[src/rtl/core/cscan_pkg.sv]
// ----------------------------------------------------------------------------
// cscan_pkg
// shared constants and types of the C-SCAN disk scheduler
// ----------------------------------------------------------------------------
package cscan_pkg;

   localparam int MAX_REQUESTS  = 32;
   localparam int CYLINDER_BITS = 16;
   localparam int SEEK_W        = 18;
   localparam int CNT_W         = $clog2(MAX_REQUESTS + 1);
   localparam int IDX_W         = (MAX_REQUESTS > 1) ? $clog2(MAX_REQUESTS) : 1;

   localparam logic [15:0] DISK_END_RESET = 16'd199;

   localparam logic CMD_LOAD = 1'b0;
   localparam logic CMD_RUN  = 1'b1;

   typedef enum logic [2:0] {
      ST_IDLE,
      ST_HEAD,
      ST_SCAN_A,
      ST_END1,
      ST_END2,
      ST_SCAN_B,
      ST_FLUSH
   } state_type;

   typedef struct packed {
      logic load;
      logic run;
      logic visit_head;
      logic visit_scan;
      logic phase_b;
      logic visit_first_end;
      logic visit_second_end;
      logic scan_reset;
      logic scan_step;
      logic flush;
   } ctrl_type;

   typedef struct packed {
      logic count_zero;
      logic scan_last;
   } status_type;

endpackage

[src/rtl/core/cscan_disk_scheduler.sv]
// ----------------------------------------------------------------------------
// cscan_disk_scheduler
// C-SCAN disk request scheduler: loads requests, then emits the sweep order
// ----------------------------------------------------------------------------
// channel   dir  handshake               payload
// req       in   start & !busy           req_cmd, req_request_cylinder,
//                                        req_head_start, req_prev_position
// rsp       out  rsp_valid (strobe)      rsp_position, rsp_seek_sum, rsp_last
// csr       in   csr_valid & csr_ready   csr_disk_end
//
// a load leaves busy low, so loads can follow every cycle
// a run keeps busy high while the scan counter walks the sorted store twice,
// one entry per cycle
// a visit's result goes out the cycle after the following visit or the flush,
// so the final one carries last; it shows in the same cycle that busy falls
// reset is synchronous; the store needs no clearing pass
// results are strobes and cannot be held off
// ----------------------------------------------------------------------------
module cscan_disk_scheduler (
   input  logic                                clock,
   input  logic                                reset,
   input  logic                                start,
   output logic                                busy,
   input  logic                                req_cmd,
   input  logic [cscan_pkg::CYLINDER_BITS-1:0] req_request_cylinder,
   input  logic [cscan_pkg::CYLINDER_BITS-1:0] req_head_start,
   input  logic [cscan_pkg::CYLINDER_BITS-1:0] req_prev_position,
   output logic                                rsp_valid,
   output logic [cscan_pkg::CYLINDER_BITS-1:0] rsp_position,
   output logic [cscan_pkg::SEEK_W-1:0]        rsp_seek_sum,
   output logic                                rsp_last,
   input  logic                                csr_valid,
   output logic                                csr_ready,
   input  logic [cscan_pkg::CYLINDER_BITS-1:0] csr_disk_end
);
   import cscan_pkg::*;

   ctrl_type   ctrl;
   status_type status;

   assign csr_ready = !busy;

   cscan_ctrl u_ctrl (
      .clock   (clock),
      .reset   (reset),
      .start   (start),
      .req_cmd (req_cmd),
      .status  (status),
      .ctrl    (ctrl),
      .busy    (busy)
   );

   cscan_dp u_dp (
      .clock                (clock),
      .reset                (reset),
      .ctrl                 (ctrl),
      .status               (status),
      .req_request_cylinder (req_request_cylinder),
      .req_head_start       (req_head_start),
      .req_prev_position    (req_prev_position),
      .csr_write            (csr_valid && csr_ready),
      .csr_disk_end         (csr_disk_end),
      .rsp_valid            (rsp_valid),
      .rsp_position         (rsp_position),
      .rsp_seek_sum         (rsp_seek_sum),
      .rsp_last             (rsp_last)
   );

endmodule

[src/rtl/core/cscan_ctrl.sv]
// ----------------------------------------------------------------------------
// cscan_ctrl
// sequencer for load and run commands of the C-SCAN scheduler
// ----------------------------------------------------------------------------
module cscan_ctrl (
   input  logic                 clock,
   input  logic                 reset,
   input  logic                 start,
   input  logic                 req_cmd,
   input  cscan_pkg::status_type status,
   output cscan_pkg::ctrl_type   ctrl,
   output logic                 busy
);
   import cscan_pkg::*;

   state_type state_ff, state_in;

   always_ff @(posedge clock) begin
      if (reset) begin
         state_ff <= ST_IDLE;
      end else begin
         state_ff <= state_in;
      end
   end

   always_comb begin
      state_in = state_ff;
      case (state_ff)
         ST_IDLE: begin
            if (start && req_cmd == CMD_RUN) state_in = ST_HEAD;
         end
         ST_HEAD: begin
            state_in = status.count_zero ? ST_END1 : ST_SCAN_A;
         end
         ST_SCAN_A: begin
            if (status.scan_last) state_in = ST_END1;
         end
         ST_END1: begin
            state_in = ST_END2;
         end
         ST_END2: begin
            state_in = status.count_zero ? ST_FLUSH : ST_SCAN_B;
         end
         ST_SCAN_B: begin
            if (status.scan_last) state_in = ST_FLUSH;
         end
         ST_FLUSH: begin
            state_in = ST_IDLE;
         end
         default: begin
            state_in = ST_IDLE;
         end
      endcase
   end

   always_comb begin
      ctrl = '0;
      busy = 1'b1;
      case (state_ff)
         ST_IDLE: begin
            busy      = 1'b0;
            ctrl.load = start && req_cmd == CMD_LOAD;
            ctrl.run  = start && req_cmd == CMD_RUN;
         end
         ST_HEAD: begin
            ctrl.visit_head = 1'b1;
            ctrl.scan_reset = 1'b1;
         end
         ST_SCAN_A: begin
            ctrl.visit_scan = 1'b1;
            ctrl.scan_step  = 1'b1;
         end
         ST_END1: begin
            ctrl.visit_first_end = 1'b1;
            ctrl.scan_reset      = 1'b1;
         end
         ST_END2: begin
            ctrl.visit_second_end = 1'b1;
         end
         ST_SCAN_B: begin
            ctrl.visit_scan = 1'b1;
            ctrl.phase_b    = 1'b1;
            ctrl.scan_step  = 1'b1;
         end
         ST_FLUSH: begin
            ctrl.flush = 1'b1;
         end
         default: begin
            busy = 1'b1;
         end
      endcase
   end

endmodule

[src/rtl/core/cscan_dp.sv]
// ----------------------------------------------------------------------------
// cscan_dp
// sorted request store, sweep scan and seek accumulator
// ----------------------------------------------------------------------------
module cscan_dp (
   input  logic                                   clock,
   input  logic                                   reset,
   input  cscan_pkg::ctrl_type                    ctrl,
   output cscan_pkg::status_type                  status,
   input  logic [cscan_pkg::CYLINDER_BITS-1:0]    req_request_cylinder,
   input  logic [cscan_pkg::CYLINDER_BITS-1:0]    req_head_start,
   input  logic [cscan_pkg::CYLINDER_BITS-1:0]    req_prev_position,
   input  logic                                   csr_write,
   input  logic [cscan_pkg::CYLINDER_BITS-1:0]    csr_disk_end,
   output logic                                   rsp_valid,
   output logic [cscan_pkg::CYLINDER_BITS-1:0]    rsp_position,
   output logic [cscan_pkg::SEEK_W-1:0]           rsp_seek_sum,
   output logic                                   rsp_last
);
   import cscan_pkg::*;

   // request store, kept in ascending order by inserting each load in place
   logic [CYLINDER_BITS-1:0] store_ff [MAX_REQUESTS];
   logic [CYLINDER_BITS-1:0] store_in [MAX_REQUESTS];
   logic [MAX_REQUESTS-1:0]  gt;
   logic [CNT_W-1:0]         count_ff, count_in;
   logic [CYLINDER_BITS-1:0] disk_end_ff, disk_end_in;
   logic [CYLINDER_BITS-1:0] clamped;
   logic                     full;

   logic [CYLINDER_BITS-1:0] head_ff, head_in;
   logic                     up_ff, up_in;
   logic [IDX_W-1:0]         k_ff, k_in;
   logic [CNT_W-1:0]         rev_idx;
   logic [IDX_W-1:0]         idx;
   logic [CYLINDER_BITS-1:0] elem;
   logic                     in_pass;

   logic [CYLINDER_BITS-1:0] cur_ff, cur_in;
   logic [SEEK_W-1:0]        seek_ff, seek_in;
   logic [CYLINDER_BITS-1:0] pend_pos_ff, pend_pos_in;
   logic [SEEK_W-1:0]        pend_seek_ff, pend_seek_in;
   logic                     visit;
   logic [CYLINDER_BITS-1:0] visit_pos;
   logic [CYLINDER_BITS-1:0] step_len;
   logic [SEEK_W:0]          sum;
   logic [SEEK_W-1:0]        new_seek;

   logic                     rsp_valid_ff, rsp_valid_in;
   logic [CYLINDER_BITS-1:0] rsp_pos_ff, rsp_pos_in;
   logic [SEEK_W-1:0]        rsp_seek_ff, rsp_seek_in;
   logic                     rsp_last_ff, rsp_last_in;

   // ---------------- load path ----------------
   assign clamped = (req_request_cylinder > disk_end_ff) ? disk_end_ff : req_request_cylinder;
   assign full    = (count_ff == CNT_W'(MAX_REQUESTS));

   always_comb begin
      for (int i = 0; i < MAX_REQUESTS; i++) begin
         gt[i] = (CNT_W'(i) < count_ff) && (store_ff[i] > clamped);
      end
      for (int i = 0; i < MAX_REQUESTS; i++) begin
         store_in[i] = store_ff[i];
         if (ctrl.load && !full && (gt[i] || CNT_W'(i) == count_ff)) begin
            if (i > 0 && gt[(i > 0) ? i - 1 : 0]) begin
               store_in[i] = store_ff[(i > 0) ? i - 1 : 0];
            end else begin
               store_in[i] = clamped;
            end
         end
      end
   end

   always_comb begin
      count_in = count_ff;
      if (ctrl.flush) begin
         count_in = '0;
      end else if (ctrl.load && !full) begin
         count_in = count_ff + CNT_W'(1);
      end
   end

   assign disk_end_in = csr_write ? csr_disk_end : disk_end_ff;

   // ---------------- scan path ----------------
   assign head_in = ctrl.run ? req_head_start : head_ff;
   assign up_in   = ctrl.run ? (req_prev_position < req_head_start) : up_ff;

   always_comb begin
      k_in = k_ff;
      if (ctrl.scan_reset) begin
         k_in = '0;
      end else if (ctrl.scan_step) begin
         k_in = k_ff + IDX_W'(1);
      end
   end

   assign rev_idx = count_ff - CNT_W'(1) - CNT_W'(k_ff);
   assign idx     = up_ff ? k_ff : rev_idx[IDX_W-1:0];
   assign elem    = store_ff[idx];

   // up: first pass takes entries at or above the head, second the rest; down: first pass takes entries below the head
   assign in_pass = (elem >= head_ff) ^ ctrl.phase_b ^ !up_ff;

   assign status.count_zero = (count_ff == '0);
   assign status.scan_last  = (CNT_W'(k_ff) == count_ff - CNT_W'(1));

   // ---------------- seek accumulation ----------------
   always_comb begin
      visit     = 1'b0;
      visit_pos = head_ff;
      if (ctrl.visit_head) begin
         visit = 1'b1;
      end else if (ctrl.visit_scan) begin
         visit     = in_pass;
         visit_pos = elem;
      end else if (ctrl.visit_first_end) begin
         visit     = 1'b1;
         visit_pos = up_ff ? disk_end_ff : '0;
      end else if (ctrl.visit_second_end) begin
         visit     = 1'b1;
         visit_pos = up_ff ? '0 : disk_end_ff;
      end
   end

   assign step_len = (cur_ff > visit_pos) ? cur_ff - visit_pos : visit_pos - cur_ff;
   assign sum      = {1'b0, seek_ff} + (SEEK_W + 1)'(step_len);
   assign new_seek = sum[SEEK_W] ? '1 : sum[SEEK_W-1:0];

   always_comb begin
      cur_in       = cur_ff;
      seek_in      = seek_ff;
      pend_pos_in  = pend_pos_ff;
      pend_seek_in = pend_seek_ff;
      if (ctrl.run) begin
         cur_in  = req_head_start;
         seek_in = '0;
      end else if (visit) begin
         cur_in       = visit_pos;
         seek_in      = new_seek;
         pend_pos_in  = visit_pos;
         pend_seek_in = new_seek;
      end
   end

   // the newest visit is held until the next visit or the flush so the final one can carry last
   always_comb begin
      rsp_valid_in = 1'b0;
      rsp_pos_in   = rsp_pos_ff;
      rsp_seek_in  = rsp_seek_ff;
      rsp_last_in  = rsp_last_ff;
      if ((visit && !ctrl.visit_head) || ctrl.flush) begin
         rsp_valid_in = 1'b1;
         rsp_pos_in   = pend_pos_ff;
         rsp_seek_in  = pend_seek_ff;
         rsp_last_in  = ctrl.flush;
      end
   end

   always_ff @(posedge clock) begin
      if (reset) begin
         count_ff     <= '0;
         disk_end_ff  <= DISK_END_RESET[CYLINDER_BITS-1:0];
         rsp_valid_ff <= 1'b0;
      end else begin
         count_ff     <= count_in;
         disk_end_ff  <= disk_end_in;
         rsp_valid_ff <= rsp_valid_in;
      end
   end

   always_ff @(posedge clock) begin
      store_ff     <= store_in;
      head_ff      <= head_in;
      up_ff        <= up_in;
      k_ff         <= k_in;
      cur_ff       <= cur_in;
      seek_ff      <= seek_in;
      pend_pos_ff  <= pend_pos_in;
      pend_seek_ff <= pend_seek_in;
      rsp_pos_ff   <= rsp_pos_in;
      rsp_seek_ff  <= rsp_seek_in;
      rsp_last_ff  <= rsp_last_in;
   end

   assign rsp_valid    = rsp_valid_ff;
   assign rsp_position = rsp_pos_ff;
   assign rsp_seek_sum = rsp_seek_ff;
   assign rsp_last     = rsp_last_ff;

endmodule

[config.mk]
export PLATFORM = sky130hd
export DESIGN_NAME = cscan_disk_scheduler
export DESIGN_NICKNAME = d
export VERILOG_FILES = /design/src/rtl/core/cscan_pkg.sv /design/src/rtl/core/cscan_disk_scheduler.sv /design/src/rtl/core/cscan_ctrl.sv /design/src/rtl/core/cscan_dp.sv
export SDC_FILE = /design/constraint.sdc
export NUM_CORES = 2
export LEC_CHECK = 0
export BUFFER_PORTS_ARGS = -buffer_cell sky130_fd_sc_hd__buf_2
export CAP_MARGIN = 20
export CORE_MARGIN = 3
export CORE_UTILIZATION = 65
export CTS_CLUSTER_SIZE = 24
export DETAILED_ROUTE_END_ITERATION = 12
export GPL_ROUTABILITY_DRIVEN = 1
export HOLD_SLACK_MARGIN = 0.05
export PLACE_DENSITY = 0.83
export SYNTH_ARGS = -nofsm -noshare
export SYNTH_HDL_FRONTEND = slang
export SYNTH_SLANG_ARGS = --single-unit
[constraint.sdc]
create_clock -name clock -period 11.6 [get_ports clock]
set_input_delay 0 -clock clock [delete_from_list [all_inputs] [get_ports clock]]
set_output_delay 0 -clock clock [all_outputs]
set_load 0.02 [all_outputs]
==> results.yml <==
min_path:
  hold_class: "input pin to flip-flop"
  hold_depth: 2
global_routing:
  overflow: 0
  grt_max_degree: 62
  grt_pass1_vias: 38100
  antenna_found_initial: 9
  grt_use_total_pct: 41.3
  grt_pass1_wl_um: 240000
cells_and_area:
  final_cells: 5427
  syn2layout_area_growth_pct: 9.87
  drive_gt1_share_pct: 22.2
  final_common_cell: "edfxtp_1"
  fin_util_pct: 72.3
  final_cell_mix: "614 x edfxtp_1, 608 x ha_1, 520 x mux2_2, 309 x nand2_1, 273 x a21oi_1"
  nets: 5089
synth:
  async_reset_ff_share_pct: 0
  syn_area_um2: 48200
  synth_top_flop_cell: "edfxtp_1"
  synth_seq_cells: 663
  avgSynthCellArea_um2: 11.2
  synth.top_cell.area_share_pct: 38.3
  synth_top_cell_by_area: "edfxtp_1"
  yosys_warnings: 0
  synth-edff-count: 614
  syn_inst: 4289
  synth_nets: 4970
  synth.yosys.seq_area_share_pct: 40.3
  synth_cell_types: 100
  netlist_top_cells_area: "edfxtp_1 38%, ha_1 16%, mux2_2 12%"
critical_path:
  timing_worst_setup_path_type: "flip-flop to flip-flop"
  path_common_cell: "a21oi_1"
  cp_max_fo: 54
  critPathLaunchType: "flip-flop"
  arrival_ps: 11340
  r2r_cells: 36
  cp_top_family: "compound AO/OA/AOI/OAI gates"
  cp.depth: 36
  r2r_slack_ps: 780
  cp.required_ps: 12120
  cp_num_buf_inv: 2
  worst_path_largest_cell_delay_ps: 930
  cp_slowest_cell: "a311oi_1"
  crit_path_end_kind: "flip-flop"
cts:
  cts_root_buffer: "clkbuf_16"
  cts_tree: "done"
  insertion_delay_ps: 650
  numCtsBuffers: 75
  h-tree-depth: 3
  cts_sinks: 663
  cts_resized: 0
  clock_tree.buffer_depth: 3
  cts.clk_slew.worst_paths_ps: 60
power:
  vdd_ir_drop_max_mv: 0.260
  power.total_mw: 13.3
  power_density_nw_per_um2: 252
  p_leak_nw: 21.2
place:
  io_buffers: 106
  dp.cells: 5234
  globalplace.congestion: 1.03
  dp_hpwl_um: 115000
sta:
  rsz0062_at_grt: "no"
  min_period_ps: 10820
  slew_headroom_pct: 21.0
  fmax_ghz: 0.0924
  whs_ps: 105
  slew_viol_final: 0
  skew_ps: 26.9
  hold_viol: 0
  fin_crit_sh_pct: 93.3
  setup_viol: 0
  worstMarginPinSlew_ps: 1160
  fin_tns_setup_ps: 0
outcome:
  status: "finished clean"
detailed_routing:
  drt-wirelength-per-cell_um: 30.0
  ant_nets: 0
  drcViolationCount: 0
  routed_wl_um: 163000
  drt_iter0_markers: 5390
  drt-pass1-iter-count: 11
  via_per_inst: 7.19
  num_vias: 39000
floorplan:
  die_w_um: 278
  io_pins: 107
  initial_core_util_pct: 65.8
  fp-row-count: 99
  die_y_um: 278
  core_area_um2: 73200
  dieArea_um2: 77400
flow_run:
  maxCapViolCount: 0
cells by family (layout without fill, tap and decap cells):
group,after synthesis,after routing,synth area share (%)
DFF,663,663,40.3
muxes,633,633,16.6
buffers and inverters,412,589,3.57
other,0,2,0
AOI/OAI and AO/OA,897,897,12.1
xor gates and xnor gates,39,39,0.709
adders and majority gates,612,612,16.0
and+or+nand+nor,1033,1033,10.7
synthesized netlist by cell type, drive strengths merged, types with 13 or more instances:
cell	count
mux4	82
a31oi	17
dfxtp	49
nor2	172
a221oi	17
nor4	15
buf	83
mux2i	31
a211oi	36
nor3	39
o211ai	13
nand3	112
mux2	520
a21o	114
edfxtp	614
o21ai	190
nor2b	109
nand2b	81
nand4	111
and3	22
a21oi	275
o22ai	19
a21boi	20
xnor2	29
clkbuf	155
o21a	59
inv	173
ha	608
nand2	310
a311oi	32
cell type report:
| type | instances | area (um2) |
|---|---|---|
| antenna | 2 | 5.00 |
| clock buffer | 107 | 2180 |
| clock inverter | 28 | 355 |
| fill | 4990 | 20300 |
| inverter | 174 | 653 |
| multi-input combinational | 3214 | 27100 |
| sequential | 663 | 19400 |
| tap | 959 | 1200 |
| timing repair buffer | 280 | 2000 |
flip-flops by register name, summed over array words and instances (netlist names), 16 cells and up:
name / cells
u_dp.seek_ff: 18
u_dp.head_ff: 16
u_dp.pend_pos_ff: 16
u_dp.disk_end_ff: 16
u_dp.rsp_position: 16
u_dp.cur_ff: 16
u_dp.pend_seek_ff: 18
u_dp.rsp_seek_sum: 18
u_dp.store_ff: 512
metal layers:
metal	part of all wire, %	global-route usage [%]	up-vias
met5	0.034	0	-
met2	43	61.8	2906
met3	14	13.8	681
met1	36	52.7	18800
met4	7.1	23.7	8
li1	-	-	16700
report_power, final:
group / total, mW / internal [mW] / switching [mW]
Clock: 2.51 / 1.49 / 1.02
Sequential: 3.33 / 3.20 / 0.131
Combinational: 7.49 / 2.89 / 4.60
Total: 13.3 / 7.57 / 5.75
through the flow:
stage | instance area, um2 | setup WS (ps)
6_report | 52900 | 778
5_1_grt | 52900 | 166
4_1_cts | 52900 | 1200
3_5_place_dp | 49800 | 1260
3_3_place_gp | 49800 | 1550
2_1_floorplan | 48200 | 2920
worst reg2reg max path, delay by kind of cell, from the launching register on:
family / cells / cell delay (ps)
compound gates: 20 / 5820
fa+ha+maj: 4 / 1640
simple gates: 6 / 1360
mux: 3 / 890
flops: 1 / 580
buf+inv: 2 / 270
xor+xnor: 1 / 160
worst paths after layout:
check / start / end
setup / recovery: u_dp.count_ff[1] / u_dp.seek_ff[17]
hold / removal: req_head_start[10] / u_dp.head_ff[10]
setup reg to reg: u_dp.count_ff[1] / u_dp.seek_ff[17]
hold reg to reg: u_dp.pend_pos_ff[10] / u_dp.rsp_position[10]
what timing repair did:
item / CTS / global route
setup buffers: 0 / 0
hold buffers: 54 / 0
hold endpoints to repair: 53 / 0
No activity file was read; power rests on OpenSTA's default activity.
